File: config.mk
export PLATFORM = sky130hd
export DESIGN_NAME = tsip_frame_field_decoder_top
export DESIGN_NICKNAME = d
export VERILOG_FILES = /design/src/hdl/tffd_pkg.sv /design/src/hdl/tffd_ctrl.sv /design/src/hdl/tffd_datapath.sv /design/src/hdl/tsip_frame_field_decoder_top.sv
export VERILOG_INCLUDE_DIRS = /design/src /design/src/hdl
export SDC_FILE = /design/constraint.sdc
export NUM_CORES = 1
export LEC_CHECK = 0
export ABC_AREA = 1
export CAP_MARGIN = 5
export CORE_MARGIN = 8
export CORE_UTILIZATION = 40
export CTS_BUF_LIST = sky130_fd_sc_hd__clkbuf_16
export DETAILED_ROUTE_END_ITERATION = 10
export DONT_BUFFER_PORTS = 1
export PLACE_DENSITY = 0.54
export SYNTH_ARGS = -nofsm -noshare
export SYNTH_HDL_FRONTEND = slang
export SYNTH_SLANG_ARGS = --single-unit
export TNS_END_PERCENT = 10
File: constraint.sdc
create_clock -name clk_i -period 2.5 [get_ports clk_i]
set_clock_uncertainty 0.1 [all_clocks]
set_input_delay 0.75 -clock clk_i [delete_from_list [all_inputs] [get_ports clk_i]]
set_output_delay 0.75 -clock clk_i [all_outputs]
set_load 0.03 [all_outputs]
File: src/hdl/tsip_frame_field_decoder_top_assert.svh
// Assertion macros for the TSIP frame field decoder.
`ifndef TSIP_FRAME_FIELD_DECODER_TOP_ASSERT_SVH
`define TSIP_FRAME_FIELD_DECODER_TOP_ASSERT_SVH

// Property holds at every clock edge outside reset.
`define TFFD_ASSERT(lbl, clk, rst_n, prop, msg) \
  lbl: assert property (@(posedge clk) disable iff (!rst_n) (prop)) else $error(msg);

// Consequent holds in the cycle after the antecedent.
`define TFFD_ASSERT_NEXT(lbl, clk, rst_n, ante, cons, msg) \
  lbl: assert property (@(posedge clk) disable iff (!rst_n) (ante) |=> (cons)) \
    else $error(msg);

`endif

File: src/hdl/tffd_pkg.sv
// Package with types, constants and field tables of the TSIP frame field decoder.
`timescale 1ns / 1ps

package tffd_pkg;

  localparam int unsigned FRAME_DEPTH_DEF = 64;

  localparam logic [7:0] DLE_BYTE = 8'h10;
  localparam logic [7:0] ETX_BYTE = 8'h03;
  localparam logic [7:0] ID_TRK   = 8'h5c;
  localparam logic [7:0] ID_SEL   = 8'h6d;
  localparam logic [7:0] ID_TIM   = 8'h8f;
  localparam logic [7:0] SUB_TIM  = 8'hab;

  localparam int unsigned LEN_TRK      = 25;
  localparam int unsigned LEN_TIM      = 18;
  localparam int unsigned LEN_SEL_BASE = 18;

  localparam logic [4:0] LAST_TRK     = 5'd12;
  localparam logic [4:0] LAST_TIM     = 5'd9;
  localparam logic [4:0] LAST_SEL_MIN = 5'd6;

  typedef enum logic [1:0] {
    KIND_TRK = 2'd0,
    KIND_SEL = 2'd1,
    KIND_TIM = 2'd2,
    KIND_UNK = 2'd3
  } kind_e;

  typedef enum logic [1:0] {
    STS_OK        = 2'd0,
    STS_BAD_LEN   = 2'd1,
    STS_UNHANDLED = 2'd2,
    STS_OVERFLOW  = 2'd3
  } status_e;

  // Post-processing applied to an assembled field.
  typedef enum logic [2:0] {
    OP_RAW  = 3'd0,
    OP_LO3  = 3'd1,
    OP_BIT3 = 3'd2,
    OP_HI4  = 3'd3,
    OP_HI5  = 3'd4
  } fld_op_e;

  typedef struct packed {
    logic [5:0] addr;
    logic [2:0] nbytes;
    fld_op_e    op;
  } fld_desc_t;

  // Controller to datapath commands.
  typedef struct packed {
    logic store;
    logic close;
    logic begin_fld;
    logic rd;
    logic acc;
    logic load;
    logic next;
  } ctl_cmd_t;

  // Datapath to controller status.
  typedef struct packed {
    logic is_dle;
    logic is_etx;
    logic err;
    logic cnt_zero;
    logic last;
  } dp_sts_t;

  // Start byte, byte count and operation of field idx of a packet kind.
  function automatic fld_desc_t field_map(input kind_e kind, input logic [4:0] idx);
    fld_desc_t d;
    d = '{addr: 6'd0, nbytes: 3'd1, op: OP_RAW};
    case (kind)
      KIND_TRK: begin
        case (idx)
          5'd0: d.addr = 6'd1;
          5'd1: begin
            d.addr = 6'd2;
            d.op   = OP_LO3;
          end
          5'd2: begin
            d.addr = 6'd2;
            d.op   = OP_HI5;
          end
          5'd3: d.addr = 6'd3;
          5'd4: d.addr = 6'd4;
          5'd5: begin
            d.addr   = 6'd5;
            d.nbytes = 3'd4;
          end
          5'd6: begin
            d.addr   = 6'd9;
            d.nbytes = 3'd4;
          end
          5'd7: begin
            d.addr   = 6'd13;
            d.nbytes = 3'd4;
          end
          5'd8: begin
            d.addr   = 6'd17;
            d.nbytes = 3'd4;
          end
          5'd9, 5'd10, 5'd11, 5'd12: d.addr = 6'(idx) + 6'd12;
          default: d.addr = 6'd0;
        endcase
      end
      KIND_SEL: begin
        case (idx)
          5'd0: begin
            d.addr = 6'd1;
            d.op   = OP_LO3;
          end
          5'd1: begin
            d.addr = 6'd1;
            d.op   = OP_BIT3;
          end
          5'd2: begin
            d.addr = 6'd1;
            d.op   = OP_HI4;
          end
          5'd3: begin
            d.addr   = 6'd2;
            d.nbytes = 3'd4;
          end
          5'd4: begin
            d.addr   = 6'd6;
            d.nbytes = 3'd4;
          end
          5'd5: begin
            d.addr   = 6'd10;
            d.nbytes = 3'd4;
          end
          5'd6: begin
            d.addr   = 6'd14;
            d.nbytes = 3'd4;
          end
          // satellite numbers follow the fixed part at byte 18
          default: d.addr = 6'(idx) + 6'd11;
        endcase
      end
      KIND_TIM: begin
        case (idx)
          5'd0: begin
            d.addr   = 6'd2;
            d.nbytes = 3'd4;
          end
          5'd1: begin
            d.addr   = 6'd6;
            d.nbytes = 3'd2;
          end
          5'd2: begin
            d.addr   = 6'd8;
            d.nbytes = 3'd2;
          end
          5'd3, 5'd4, 5'd5, 5'd6, 5'd7, 5'd8: d.addr = 6'(idx) + 6'd7;
          5'd9: begin
            d.addr   = 6'd16;
            d.nbytes = 3'd2;
          end
          default: d.addr = 6'd0;
        endcase
      end
      default: d.addr = 6'd0;
    endcase
    return d;
  endfunction

  function automatic logic [31:0] apply_op(input fld_op_e op, input logic [31:0] val);
    logic [31:0] r;
    case (op)
      OP_LO3:  r = {29'd0, val[2:0]};
      OP_BIT3: r = {31'd0, val[3]};
      OP_HI4:  r = {28'd0, val[7:4]};
      OP_HI5:  r = {27'd0, val[7:3]};
      default: r = val;
    endcase
    return r;
  endfunction

endpackage

File: src/hdl/tffd_ctrl.sv
// Controller: byte unframing and field emission sequencer.
`timescale 1ns / 1ps

module tffd_ctrl (
  input  logic              clk_i,
  input  logic              rst_ni,
  input  logic              in_valid_i,
  output logic              in_ready_o,
  output logic              out_valid_o,
  input  logic              out_ready_i,
  input  tffd_pkg::dp_sts_t sts_i,
  output tffd_pkg::ctl_cmd_t cmd_o
);

  typedef enum logic [4:0] {
    S_RECV  = 5'b00001,
    S_SETUP = 5'b00010,
    S_READ  = 5'b00100,
    S_ACC   = 5'b01000,
    S_WAIT  = 5'b10000
  } state_e;

  state_e state_q, state_d;
  logic   in_frame_q, in_frame_d;
  logic   esc_q, esc_d;
  logic   in_fire;

  assign in_ready_o  = (state_q == S_RECV);
  assign out_valid_o = (state_q == S_WAIT);
  assign in_fire     = in_valid_i && in_ready_o;

  always_comb begin
    state_d    = state_q;
    in_frame_d = in_frame_q;
    esc_d      = esc_q;
    cmd_o      = '0;
    case (state_q)
      S_RECV: begin
        if (in_fire) begin
          if (esc_q) begin
            esc_d = 1'b0;
            if (sts_i.is_etx) begin
              cmd_o.close = 1'b1;
              in_frame_d  = 1'b0;
              state_d     = S_SETUP;
            end else begin
              cmd_o.store = 1'b1;
            end
          end else if (in_frame_q) begin
            if (sts_i.is_dle) begin
              esc_d = 1'b1;
            end else begin
              cmd_o.store = 1'b1;
            end
          end else if (sts_i.is_dle) begin
            in_frame_d = 1'b1;
          end
        end
      end
      S_SETUP: begin
        if (sts_i.err) begin
          state_d = S_WAIT;
        end else begin
          cmd_o.begin_fld = 1'b1;
          state_d         = S_READ;
        end
      end
      S_READ: begin
        cmd_o.rd = 1'b1;
        state_d  = S_ACC;
      end
      S_ACC: begin
        cmd_o.acc = 1'b1;
        if (sts_i.cnt_zero) begin
          cmd_o.load = 1'b1;
          state_d    = S_WAIT;
        end else begin
          state_d = S_READ;
        end
      end
      S_WAIT: begin
        if (out_ready_i) begin
          if (sts_i.last) begin
            state_d = S_RECV;
          end else begin
            cmd_o.next = 1'b1;
            state_d    = S_SETUP;
          end
        end
      end
      default: state_d = S_RECV;
    endcase
  end

  always_ff @(posedge clk_i or negedge rst_ni) begin
    if (!rst_ni) begin
      state_q    <= S_RECV;
      in_frame_q <= 1'b0;
      esc_q      <= 1'b0;
    end else begin
      state_q    <= state_d;
      in_frame_q <= in_frame_d;
      esc_q      <= esc_d;
    end
  end

endmodule

File: src/hdl/tffd_datapath.sv
// Datapath: frame buffer, packet classification and field assembly.
`timescale 1ns / 1ps

module tffd_datapath #(
  parameter int unsigned FRAME_DEPTH = tffd_pkg::FRAME_DEPTH_DEF
) (
  input  logic               clk_i,
  input  logic               rst_ni,
  input  tffd_pkg::ctl_cmd_t cmd_i,
  input  logic [7:0]         rx_byte_i,
  output tffd_pkg::dp_sts_t  sts_o,
  output logic [1:0]         packet_kind_o,
  output logic [1:0]         status_o,
  output logic [4:0]         field_index_o,
  output logic [31:0]        field_value_o,
  output logic               last_field_o
);

  localparam int unsigned ADDR_W = $clog2(FRAME_DEPTH);
  localparam int unsigned LEN_W  = $clog2(FRAME_DEPTH + 1);

  logic [7:0]        mem_q [FRAME_DEPTH];
  logic [7:0]        rdata_q;
  logic [LEN_W-1:0]  len_q;
  logic              ovf_q;
  logic [7:0]        hdr0_q, hdr1_q;
  tffd_pkg::kind_e   kind_q, kind_d;
  tffd_pkg::status_e status_q, status_d;
  logic [4:0]        last_idx_q, last_idx_d;
  logic [4:0]        idx_q;
  logic [ADDR_W-1:0] ptr_q;
  logic [2:0]        cnt_q;
  tffd_pkg::fld_op_e op_q;
  logic [23:0]       acc_q;
  logic [31:0]       value_q;
  logic [31:0]       acc_next;
  logic [3:0]        sats;
  logic              can_store;
  tffd_pkg::fld_desc_t desc;

  assign sats      = hdr1_q[7:4];
  assign can_store = (len_q < LEN_W'(FRAME_DEPTH));
  assign acc_next  = {acc_q, rdata_q};
  assign desc      = tffd_pkg::field_map(kind_q, idx_q);

  // Classification of the closed frame, ordered as overflow, empty, id checks.
  always_comb begin
    kind_d     = tffd_pkg::KIND_UNK;
    status_d   = tffd_pkg::STS_UNHANDLED;
    last_idx_d = 5'd0;
    if (ovf_q) begin
      status_d = tffd_pkg::STS_OVERFLOW;
    end else if (len_q == '0) begin
      status_d = tffd_pkg::STS_UNHANDLED;
    end else if (hdr0_q == tffd_pkg::ID_TRK) begin
      kind_d     = tffd_pkg::KIND_TRK;
      last_idx_d = tffd_pkg::LAST_TRK;
      status_d   = (len_q == LEN_W'(tffd_pkg::LEN_TRK)) ? tffd_pkg::STS_OK
                                                         : tffd_pkg::STS_BAD_LEN;
    end else if (hdr0_q == tffd_pkg::ID_SEL) begin
      kind_d     = tffd_pkg::KIND_SEL;
      last_idx_d = tffd_pkg::LAST_SEL_MIN + {1'b0, sats};
      status_d   = (len_q >= LEN_W'(2) &&
                    len_q == LEN_W'(tffd_pkg::LEN_SEL_BASE) + LEN_W'(sats))
                   ? tffd_pkg::STS_OK : tffd_pkg::STS_BAD_LEN;
    end else if (hdr0_q == tffd_pkg::ID_TIM && len_q >= LEN_W'(2) &&
                 hdr1_q == tffd_pkg::SUB_TIM) begin
      kind_d     = tffd_pkg::KIND_TIM;
      last_idx_d = tffd_pkg::LAST_TIM;
      status_d   = (len_q == LEN_W'(tffd_pkg::LEN_TIM)) ? tffd_pkg::STS_OK
                                                         : tffd_pkg::STS_BAD_LEN;
    end
  end

  // Frame buffer: one write port, one registered read port.
  always_ff @(posedge clk_i) begin
    if (cmd_i.store && can_store) begin
      mem_q[len_q[ADDR_W-1:0]] <= rx_byte_i;
    end
    if (cmd_i.rd) begin
      rdata_q <= mem_q[ptr_q];
    end
  end

  always_ff @(posedge clk_i or negedge rst_ni) begin
    if (!rst_ni) begin
      len_q  <= '0;
      ovf_q  <= 1'b0;
      idx_q  <= 5'd0;
      cnt_q  <= 3'd0;
      kind_q <= tffd_pkg::KIND_UNK;
      status_q <= tffd_pkg::STS_OK;
    end else begin
      if (cmd_i.store) begin
        if (can_store) begin
          len_q <= len_q + LEN_W'(1);
        end else begin
          ovf_q <= 1'b1;
        end
      end
      if (cmd_i.close) begin
        len_q    <= '0;
        ovf_q    <= 1'b0;
        kind_q   <= kind_d;
        status_q <= status_d;
        idx_q    <= 5'd0;
      end
      if (cmd_i.begin_fld) begin
        cnt_q <= desc.nbytes;
      end
      if (cmd_i.rd) begin
        cnt_q <= cnt_q - 3'd1;
      end
      if (cmd_i.next) begin
        idx_q <= idx_q + 5'd1;
      end
    end
  end

  // Payload registers.
  always_ff @(posedge clk_i) begin
    if (cmd_i.store && can_store) begin
      if (len_q == LEN_W'(0)) hdr0_q <= rx_byte_i;
      if (len_q == LEN_W'(1)) hdr1_q <= rx_byte_i;
    end
    if (cmd_i.close) begin
      last_idx_q <= last_idx_d;
      value_q    <= 32'd0;
    end
    if (cmd_i.begin_fld) begin
      ptr_q <= ADDR_W'(desc.addr);
      op_q  <= desc.op;
      acc_q <= 24'd0;
    end
    if (cmd_i.rd) begin
      ptr_q <= ptr_q + ADDR_W'(1);
    end
    if (cmd_i.acc) begin
      acc_q <= acc_next[23:0];
    end
    if (cmd_i.load) begin
      value_q <= tffd_pkg::apply_op(op_q, acc_next);
    end
  end

  assign sts_o.is_dle   = (rx_byte_i == tffd_pkg::DLE_BYTE);
  assign sts_o.is_etx   = (rx_byte_i == tffd_pkg::ETX_BYTE);
  assign sts_o.err      = (status_q != tffd_pkg::STS_OK);
  assign sts_o.cnt_zero = (cnt_q == 3'd0);
  assign sts_o.last     = last_field_o;

  assign packet_kind_o = kind_q;
  assign status_o      = status_q;
  assign field_index_o = idx_q;
  assign field_value_o = value_q;
  assign last_field_o  = (status_q != tffd_pkg::STS_OK) || (idx_q == last_idx_q);

endmodule

File: src/hdl/tsip_frame_field_decoder_top.sv
// Top level of the TSIP frame field decoder.
`timescale 1ns / 1ps
//
//  chan | handshake               | payload
//  -----+-------------------------+---------------------------------------------------------------
//  in   | in_valid_i/in_ready_o   | rx_byte_i
//  out  | out_valid_o/out_ready_i | packet_kind_o status_o field_index_o field_value_o last_field_o
//
//  Accepted bytes are absorbed in the receive state; the closing ETX is followed by a setup state.
//  An ok field passes through setup, then a read and an accumulate step per buffer read, n = 1, 2 or 4.
//  An error result goes valid through the setup state after the closing ETX is accepted.
//  Input stays not ready while a frame's results go out; output stalls extend that.
//  rst_ni (async, active low) clears framing and control state; the buffer is not
//  cleared, only written entries are ever read.

module tsip_frame_field_decoder_top #(
  parameter int unsigned FRAME_DEPTH = tffd_pkg::FRAME_DEPTH_DEF
) (
  input  logic        clk_i,
  input  logic        rst_ni,
  input  logic        in_valid_i,
  output logic        in_ready_o,
  input  logic [7:0]  rx_byte_i,
  output logic        out_valid_o,
  input  logic        out_ready_i,
  output logic [1:0]  packet_kind_o,
  output logic [1:0]  status_o,
  output logic [4:0]  field_index_o,
  output logic [31:0] field_value_o,
  output logic        last_field_o
);

  tffd_pkg::ctl_cmd_t cmd;
  tffd_pkg::dp_sts_t  sts;
  logic               err_res_ok;
  logic               mid_run_hs;

  // Framing state machine and emission sequencer.
  tffd_ctrl u_ctrl (
    .clk_i       (clk_i),
    .rst_ni      (rst_ni),
    .in_valid_i  (in_valid_i),
    .in_ready_o  (in_ready_o),
    .out_valid_o (out_valid_o),
    .out_ready_i (out_ready_i),
    .sts_i       (sts),
    .cmd_o       (cmd)
  );

  // Frame buffer, classification and field assembly.
  tffd_datapath #(
    .FRAME_DEPTH (FRAME_DEPTH)
  ) u_dp (
    .clk_i         (clk_i),
    .rst_ni        (rst_ni),
    .cmd_i         (cmd),
    .rx_byte_i     (rx_byte_i),
    .sts_o         (sts),
    .packet_kind_o (packet_kind_o),
    .status_o      (status_o),
    .field_index_o (field_index_o),
    .field_value_o (field_value_o),
    .last_field_o  (last_field_o)
  );

  // Error results are single, last and carry zero index and value.
  assign err_res_ok = (status_o == tffd_pkg::STS_OK) ||
                      (last_field_o && field_index_o == 5'd0 && field_value_o == 32'd0);
  // Output transaction of a field that is not the final one.
  assign mid_run_hs = out_valid_o && out_ready_i && !last_field_o;

`include "tsip_frame_field_decoder_top_assert.svh"

  // Input is never taken while a result transaction is pending.
  `TFFD_ASSERT(a_no_overlap, clk_i, rst_ni, !(in_ready_o && out_valid_o), "ready while result pending")
  `TFFD_ASSERT(a_err_shape, clk_i, rst_ni, !out_valid_o || err_res_ok, "bad error result")
  // After a non-final field the input stays held off.
  `TFFD_ASSERT_NEXT(a_run_holds_input, clk_i, rst_ni, mid_run_hs, !in_ready_o, "input opened mid run")

endmodule

==> results of run 1 <==
## metal layers
metal / vias to the layer above / share of wire, % / GRT usage (%)
met5: - / 0 / 0
met4: 0 / 2.9 / 5.28
met3: 129 / 5.8 / 3.21
met2: 596 / 46 / 30.3
met1: 8971 / 45 / 26.2
li1: 8620 / - / -
## worst register-to-register path, stage by stage, from the launching register on
cell	delay [ns]
dfstp_2	0.54
inv_2	0.04
nor2_2	0.10
nand3_2	0.10
nor2_4	0.18
nand2_2	0.08
nor2_4	0.21
buf_6	0.16
nand4_1	0.21
buf_12	0.25
nor2_4	0.25
## sequential cells by signal (all words and copies together) (netlist names), 5 cells and up
signal,count
u_ctrl.state_q,5
u_dp.acc_q,24
u_dp.field_index_o,5
u_dp.field_value_o,32
u_dp.hdr0_q,8
u_dp.hdr1_q,8
u_dp.last_idx_q,5
u_dp.len_q,7
u_dp.mem_q,512
u_dp.ptr_q,6
u_dp.rdata_q,8
## worst max path at each step
| stage | depth (start not counted) | start | end | slack, ns |
|---|---|---|---|---|
| floorplan | 9 | rx_byte_i[7] | u_dp.hdr0_q[0]$_DFFE_PP_ | -0.06 |
| global placement | 10 | rx_byte_i[7] | u_dp.mem_q[8][1]$_DFFE_PP_ | -0.44 |
| detailed placement | 10 | rx_byte_i[3] | u_dp.mem_q[15][5]$_DFFE_PP_ | -0.47 |
| CTS | 10 | u_ctrl.state_q[0]$_DFFE_PN1P_ | u_dp.mem_q[10][4]$_DFFE_PP_ | -0.29 |
| global route | 5 | u_dp.field_index_o[0]$_DFFE_PN0P_ | last_field_o | -0.16 |
| finish | 5 | u_dp.field_index_o[0]$_DFFE_PN0P_ | last_field_o | -0.12 |
## cell families (layout without fill, tap and decap cells)
family,after synthesis,in the layout,synth area share (%)
and+or+nand+nor,1057,1057,16.2
DFF,633,633,69.1
AOI/OAI and AO/OA,414,414,8.41
buffers and inverters,273,408,4.73
adders and majority gates,20,20,0.916
xor gates and xnor gates,20,20,0.641
## synthesized netlist by cell type, types with 23 or more instances
cell and n:
clkbuf_1 48, o21ai_1 62, inv_1 139, edfxtp_1 606, a21oi_1 50, nand2_1 315, o211ai_1 65, nand3_1 126
nand4_1 23, buf_6 23, o21ai_0 210, nor3_1 25, nor2_1 533, buf_2 33, dfrtp_1 24
## timing repair
item                                    in CTS  in global routing
gates resized for setup                     59                 69
pin swaps                                    0                 12
hold endpoints to repair                    27                  0
hold buffers                                 2                  0
buffers inserted                             0                 12
endpoints found under the setup margin     419                525
## power groups by stage
stage	combinational (mW)	sequential (mW)	clock, mW
6_report	1.21	11.7	9.26
2_1_floorplan	0.413	11.9	0
3_3_place_gp	1.02	11.9	0
4_1_cts	1.10	11.7	9.45
5_1_grt	1.26	11.7	9.81
3_5_place_dp	1.02	11.9	0
## stage by stage
stage / worst slack, ns / total power, mW / hold slack [ns]
finish: -0.124 / 22.1 / 0.156
global route: -0.163 / 22.8 / 0.118
CTS: -0.294 / 22.2 / 0.119
detailed placement: -0.469 / 12.9 / 0.356
global placement: -0.440 / 12.9 / 0.356
floorplan: -0.0563 / 12.3 / 0.354
## area by class of cell
type | count | share of cell area (%)
inverter | 150 | 1.81
tap | 882 | 3.49
timing repair buffer | 147 | 4.67
clock inverter | 43 | 0.966
multi-input combinational | 1511 | 23.9
sequential | 633 | 59.8
clock buffer | 68 | 5.39
==> reports/summary.txt, run 1 <==
Slowest stage cell, crit path - dfrtp_1
H-tree levels - 3
DRT Wirelength - 74000 microns
PwrDens - 701 nW/um^2
Fill cells - 6123
CTS sink cnt - 633
GRT Total Usage - 18.8%
FMAX - 381 MHz
Hold EP - u_dp.mem_q[6][6]$_DFFE_PP_
Fin. Hold Viols - 0
Critical R2R Launch - u_ctrl.state_q[0]$_DFFE_PN1P_
Worst Setup Slack, final - -0.124 ns
Post-synth design cell area - 27300 sq um
NetSw - 4.82 mW
Share of cells above drive strength 1 - 13.4%
Peak VDD IR - 0.536 mV
Clock Power Share - 41.8%
Initial core utilization - 40.1%
CP Class - reg -> out
Syn_area_per_cell - 11.3 sq um
Placeable Area - 68100 sq um
RSZ-0062 raised after global routing - yes
Worst path cell trace - buf_6 -> xor2_1 -> nor2_1 -> nand4_1 -> nand2_4
Clock root cell - clkbuf_16
Remaining Overflow, GRT - 0
Wirelength per Cell - 21.6 microns
Antenna cells - 0
I/O pin cnt - 56
Reg power frac - 52.7%
Post-synth top area share - 66.6%
Max-cap check violation count - 0
DIE HEIGHT - 277 microns
First-pass GRT wire length - 111000 microns
Startpoint types - register
CP peak stage delay - 0.39 ns
Rel. slew slack - 56.5%
# DRC - 0
Nets - 2542
Status - finished, violations left
Combinational Power Share - 5.5%
Pint - 17.3 mW
Syn nets - 2449
Critical Path AT - 1.77 ns
Most frequent cells in the layout - 606 x edfxtp_1, 480 x nor2_1, 310 x nand2_1
Synth cell types - 43
EDFF count, synth - 606
Initial antenna violation count - 0
Worst path buffer plus inverter count - 1
Setup Viol. Count Final - 2
Vias in the first global route - 18106
Worst R2R End - u_dp.mem_q[14][4]$_DFFE_PP_
Area leader, netlist - edfxtp_1
Final GP Congestion - 0.865
Multi-input logic area - 7560 sq um
HP Class - in -> reg
Area Overhead vs Synth - 15.7%
Pins Over Slew Limit - 0
DRT Pass-1 Iters - 5
Final period utilization - 105%
Via density - 5.33
Tmin final - 2.62 ns
Yosys reg bits - 633
Crit end category - primary output
Initial drt markers - 1725
Commonest non-fill, non-tap cell in the layout - edfxtp_1
Worst EP required - 1.65 ns
Worst-skew pair later-pin latency - 0.60 ns
Max FO, Critical Path - 3
Register area - 18900 sq um
WHS Path Cells - 0
R2r worst-path depth - 10
Hold_sp - rx_byte_i[6]
Pleak - 11.3 nW
R2r setup slk - 0.01 ns
Port buffer count - 0
Die area - 76900 sq um
CTS tree - built
Worst-Margin Slew - 0.648 ns
CTS Buf Count - 67
Area after DPL - 29000 sq um
Syn Inst Count - 2417
Sw Share - 21.7%
Non-filler instance count after layout - 3434
CP top delay family - simple AND/OR/NAND/NOR gates
Clk buf depth - 3
Die W - 277 microns
Placed Instances - 3309
Top cells by area, synth - edfxtp_1 67%, nor2_1 7.3%, nand2_1 4.3%
Largest net degree at the start of global routing - 70
Finished Cell Area - 31600 sq um
Clock transition at path regs - 0.06 ns
Failing checks - setup timing
Post-route ant nets - 0
Main flop type after synthesis - edfxtp_1
Row count - 96
Yosys Warn Count - 0
Total number of vias - 18316
Async set-or-reset flop fraction in the synthesized netlist - 4.27%
Final TNS setup - -0.130 ns
Post-layout util - 46.4%
Register area share after synthesis - 69.1%
HPWL after detailed placement - 46200 microns
Power figures use the tool's default switching activity.
==> inputs of run 2 (changes only) <==
RECOVER_POWER = 50   (was not set)
SKIP_LAST_GASP = 1   (was not set)
==> reports/summary.txt, run 2 (synthesis results as in run 1) <==
Worst-Margin Slew - 0.631 ns (was 0.648 ns)
Clock Power Share - 41.9% (was 41.8%)
Sw Share - 21.8% (was 21.7%)
Startpoint types - register (unchanged)
Port buffer count - 0 (unchanged)
Crit end category - primary output (unchanged)
RSZ-0062 raised after global routing - yes (unchanged)
FMAX - 382 MHz (was 381 MHz)
H-tree levels - 3 (unchanged)
Nets - 2542 (unchanged)
GR peak layer - met2 (unchanged)
I/O pin cnt - 56 (unchanged)
Initial antenna violation count - 0 (unchanged)
Vias in the first global route - 18134 (was 18106)
Remaining Overflow, GRT - 0 (unchanged)
# DRC - 0 (unchanged)
NetSw - 4.84 mW (was 4.82 mW)
Largest net degree at the start of global routing - 70 (unchanged)
Status - finished, violations left (unchanged)
Clock transition at path regs - 0.06 ns (about the same)
Peak VDD IR - 0.532 mV (was 0.536 mV)
Wirelength per Cell - 21.6 microns (about the same)
Max FO, Critical Path - 3 (unchanged)
DIE HEIGHT - 277 microns (unchanged)
Failing checks - setup timing (unchanged)
Die W - 277 microns (unchanged)
Commonest non-fill, non-tap cell in the layout - edfxtp_1 (unchanged)
First-pass GRT wire length - 110000 microns (was 111000 microns)
Final period utilization - 105% (about the same)
CTS sink cnt - 633 (unchanged)
Worst EP required - 1.65 ns (about the same)
Final TNS setup - -0.125 ns (was -0.130 ns)
HPWL after detailed placement - 46200 microns (unchanged)
Finished Cell Area - 31500 sq um (was 31600 sq um)
Total number of vias - 18332 (was 18316)
Post-route ant nets - 0 (unchanged)
Setup Viol. Count Final - 2 (unchanged)
M3 GR Usage - 3.69% (was 3.21%)
Initial drt markers - 1784 (was 1725)
GRT Total Usage - 18.8% (about the same)
Most frequent cells in the layout - 606 x edfxtp_1, 483 x nor2_1, 312 x nand2_1 (was 606 x edfxtp_1, 480 x nor2_1, 310 x nand2_1)
Via density - 5.34 (was 5.33)
CP Class - reg -> out (unchanged)
GR Util met2 - 30.0% (was 30.3%)
Critical Path AT - 1.77 ns (about the same)
M1 GR Usage - 25.9% (was 26.2%)
DRT Wirelength - 74200 microns (was 74000 microns)
CTS tree - built (unchanged)
Rel. slew slack - 57.7% (was 56.5%)
Max-cap check violation count - 0 (unchanged)
PwrDens - 703 nW/um^2 (was 701 nW/um^2)
Pint - 17.3 mW (about the same)
Pins Over Slew Limit - 0 (unchanged)
Clock root cell - clkbuf_16 (unchanged)
Die area - 76900 sq um (unchanged)
Antenna cells - 0 (unchanged)
Reg power frac - 52.7% (about the same)
Placeable Area - 68100 sq um (unchanged)
Combinational Power Share - 5.5% (about the same)
Tmin final - 2.62 ns (about the same)
Initial core utilization - 40.1% (unchanged)
Area Overhead vs Synth - 15.5% (was 15.7%)
Clk buf depth - 3 (unchanged)
DRT Pass-1 Iters - 5 (unchanged)
Post-layout util - 46.3% (was 46.4%)
Pleak - 11.3 nW (about the same)
Area after DPL - 29000 sq um (unchanged)
Final GP Congestion - 0.865 (unchanged)
Share of cells above drive strength 1 - 13.2% (was 13.4%)
Worst-skew pair later-pin latency - 0.60 ns (about the same)
HP Class - in -> reg (unchanged)
Worst Setup Slack, final - -0.121 ns (was -0.124 ns)
Max reg flops - 512 (unchanged)
Row count - 96 (unchanged)
Fin. Hold Viols - 0 (unchanged)
CTS Buf Count - 67 (unchanged)
## run 2: cell types whose count changed in the layout (fill, tap and decap cells not counted)
cell,change
o21ai_0,+3
nand2_2,-2
buf_4,+5
o21ai_1,-3
nand2_1,+2
ha_1,+1
nor2_1,+3
buf_6,-4
ha_2,-1
buf_12,-1
nor2_2,-3
## run 2: per-layer routing
metal  part of all wire, %  wire length [microns]
met1                    44                  33000
met2                    46                  34400
met3                   6.7                   4960
met4                   2.5                   1820
met5                     0                      0
## run 2: power groups by stage
| stage | Combinational [mW] | Clock, mW | Sequential (mW) |
|---|---|---|---|
| 6_report | 1.21 | 9.29 | 11.7 |
| 5_1_grt | 1.27 | 9.82 | 11.7 |
| 4_1_cts | 1.04 | 9.45 | 11.7 |
| 3_5_place_dp | 1.02 | 0 | 11.9 |
| 3_3_place_gp | 1.02 | 0 | 11.9 |
| 2_1_floorplan | 0.413 | 0 | 11.9 |
## run 2: layout make-up
type	count	area (sq um)
Timing Repair Buffer	147	1450
Fill cell	6137	36600
Sequential cell	633	18900
Clock inverter	43	305
Multi-Input combinational cell	1511	7540
Inverter	150	571
Clock buffer	68	1700
Tap cell	882	1100
## run 2: final timing paths
kind,startpoint,end,slack (ns),cells past startpoint
worst max-delay path,u_dp.field_index_o[0]$_DFFE_PN0P_,last_field_o,-0.12,5
worst min-delay path,rx_byte_i[6],u_dp.mem_q[6][6]$_DFFE_PP_,0.15,0
worst max register to register,u_ctrl.state_q[0]$_DFFE_PN1P_,u_dp.mem_q[1][5]$_DFFE_PP_,0,11
worst min register to register,u_dp.acc_q[19]$_SDFFCE_PN0P_,u_dp.field_value_o[27]$_SDFFCE_PN0P_,0.45,2
max in group asynchronous,rst_ni,u_ctrl.state_q[0]$_DFFE_PN1P_,1.51,2
min in group asynchronous,rst_ni,u_dp.len_q[0]$_DFFE_PN0P_,0.54,2
## run 2: critical path: stages (launching register included)
cell     delay [ns]
dfrtp_1        0.39
buf_6          0.13
xor2_1         0.14
nor2_1         0.10
nand4_1        0.23
nand2_4        0.21
## run 2: what timing repair did
action | 4_1_cts | 5_1_grt
setup buffers | 0 | 12
hold endpoints to repair | 27 | 0
cloned | 0 | 0
hold buffers | 2 | 0
setup endpoints to repair | 419 | 525
pin swaps | 0 | 12
gates resized for setup | 5 | 110
## run 2: through the flow
| step | setup WS (ns) | power, mW | instances | hold slack, ns |
|---|---|---|---|---|
| floorplan | -0.0563 | 12.3 | 2417 | 0.354 |
| global placement | -0.440 | 12.9 | 3309 | 0.356 |
| detailed placement | -0.469 | 12.9 | 3309 | 0.356 |
| CTS | -0.294 | 22.2 | 3422 | 0.119 |
| global route | -0.163 | 22.8 | 3434 | 0.118 |
| finish | -0.121 | 22.2 | 3434 | 0.151 |
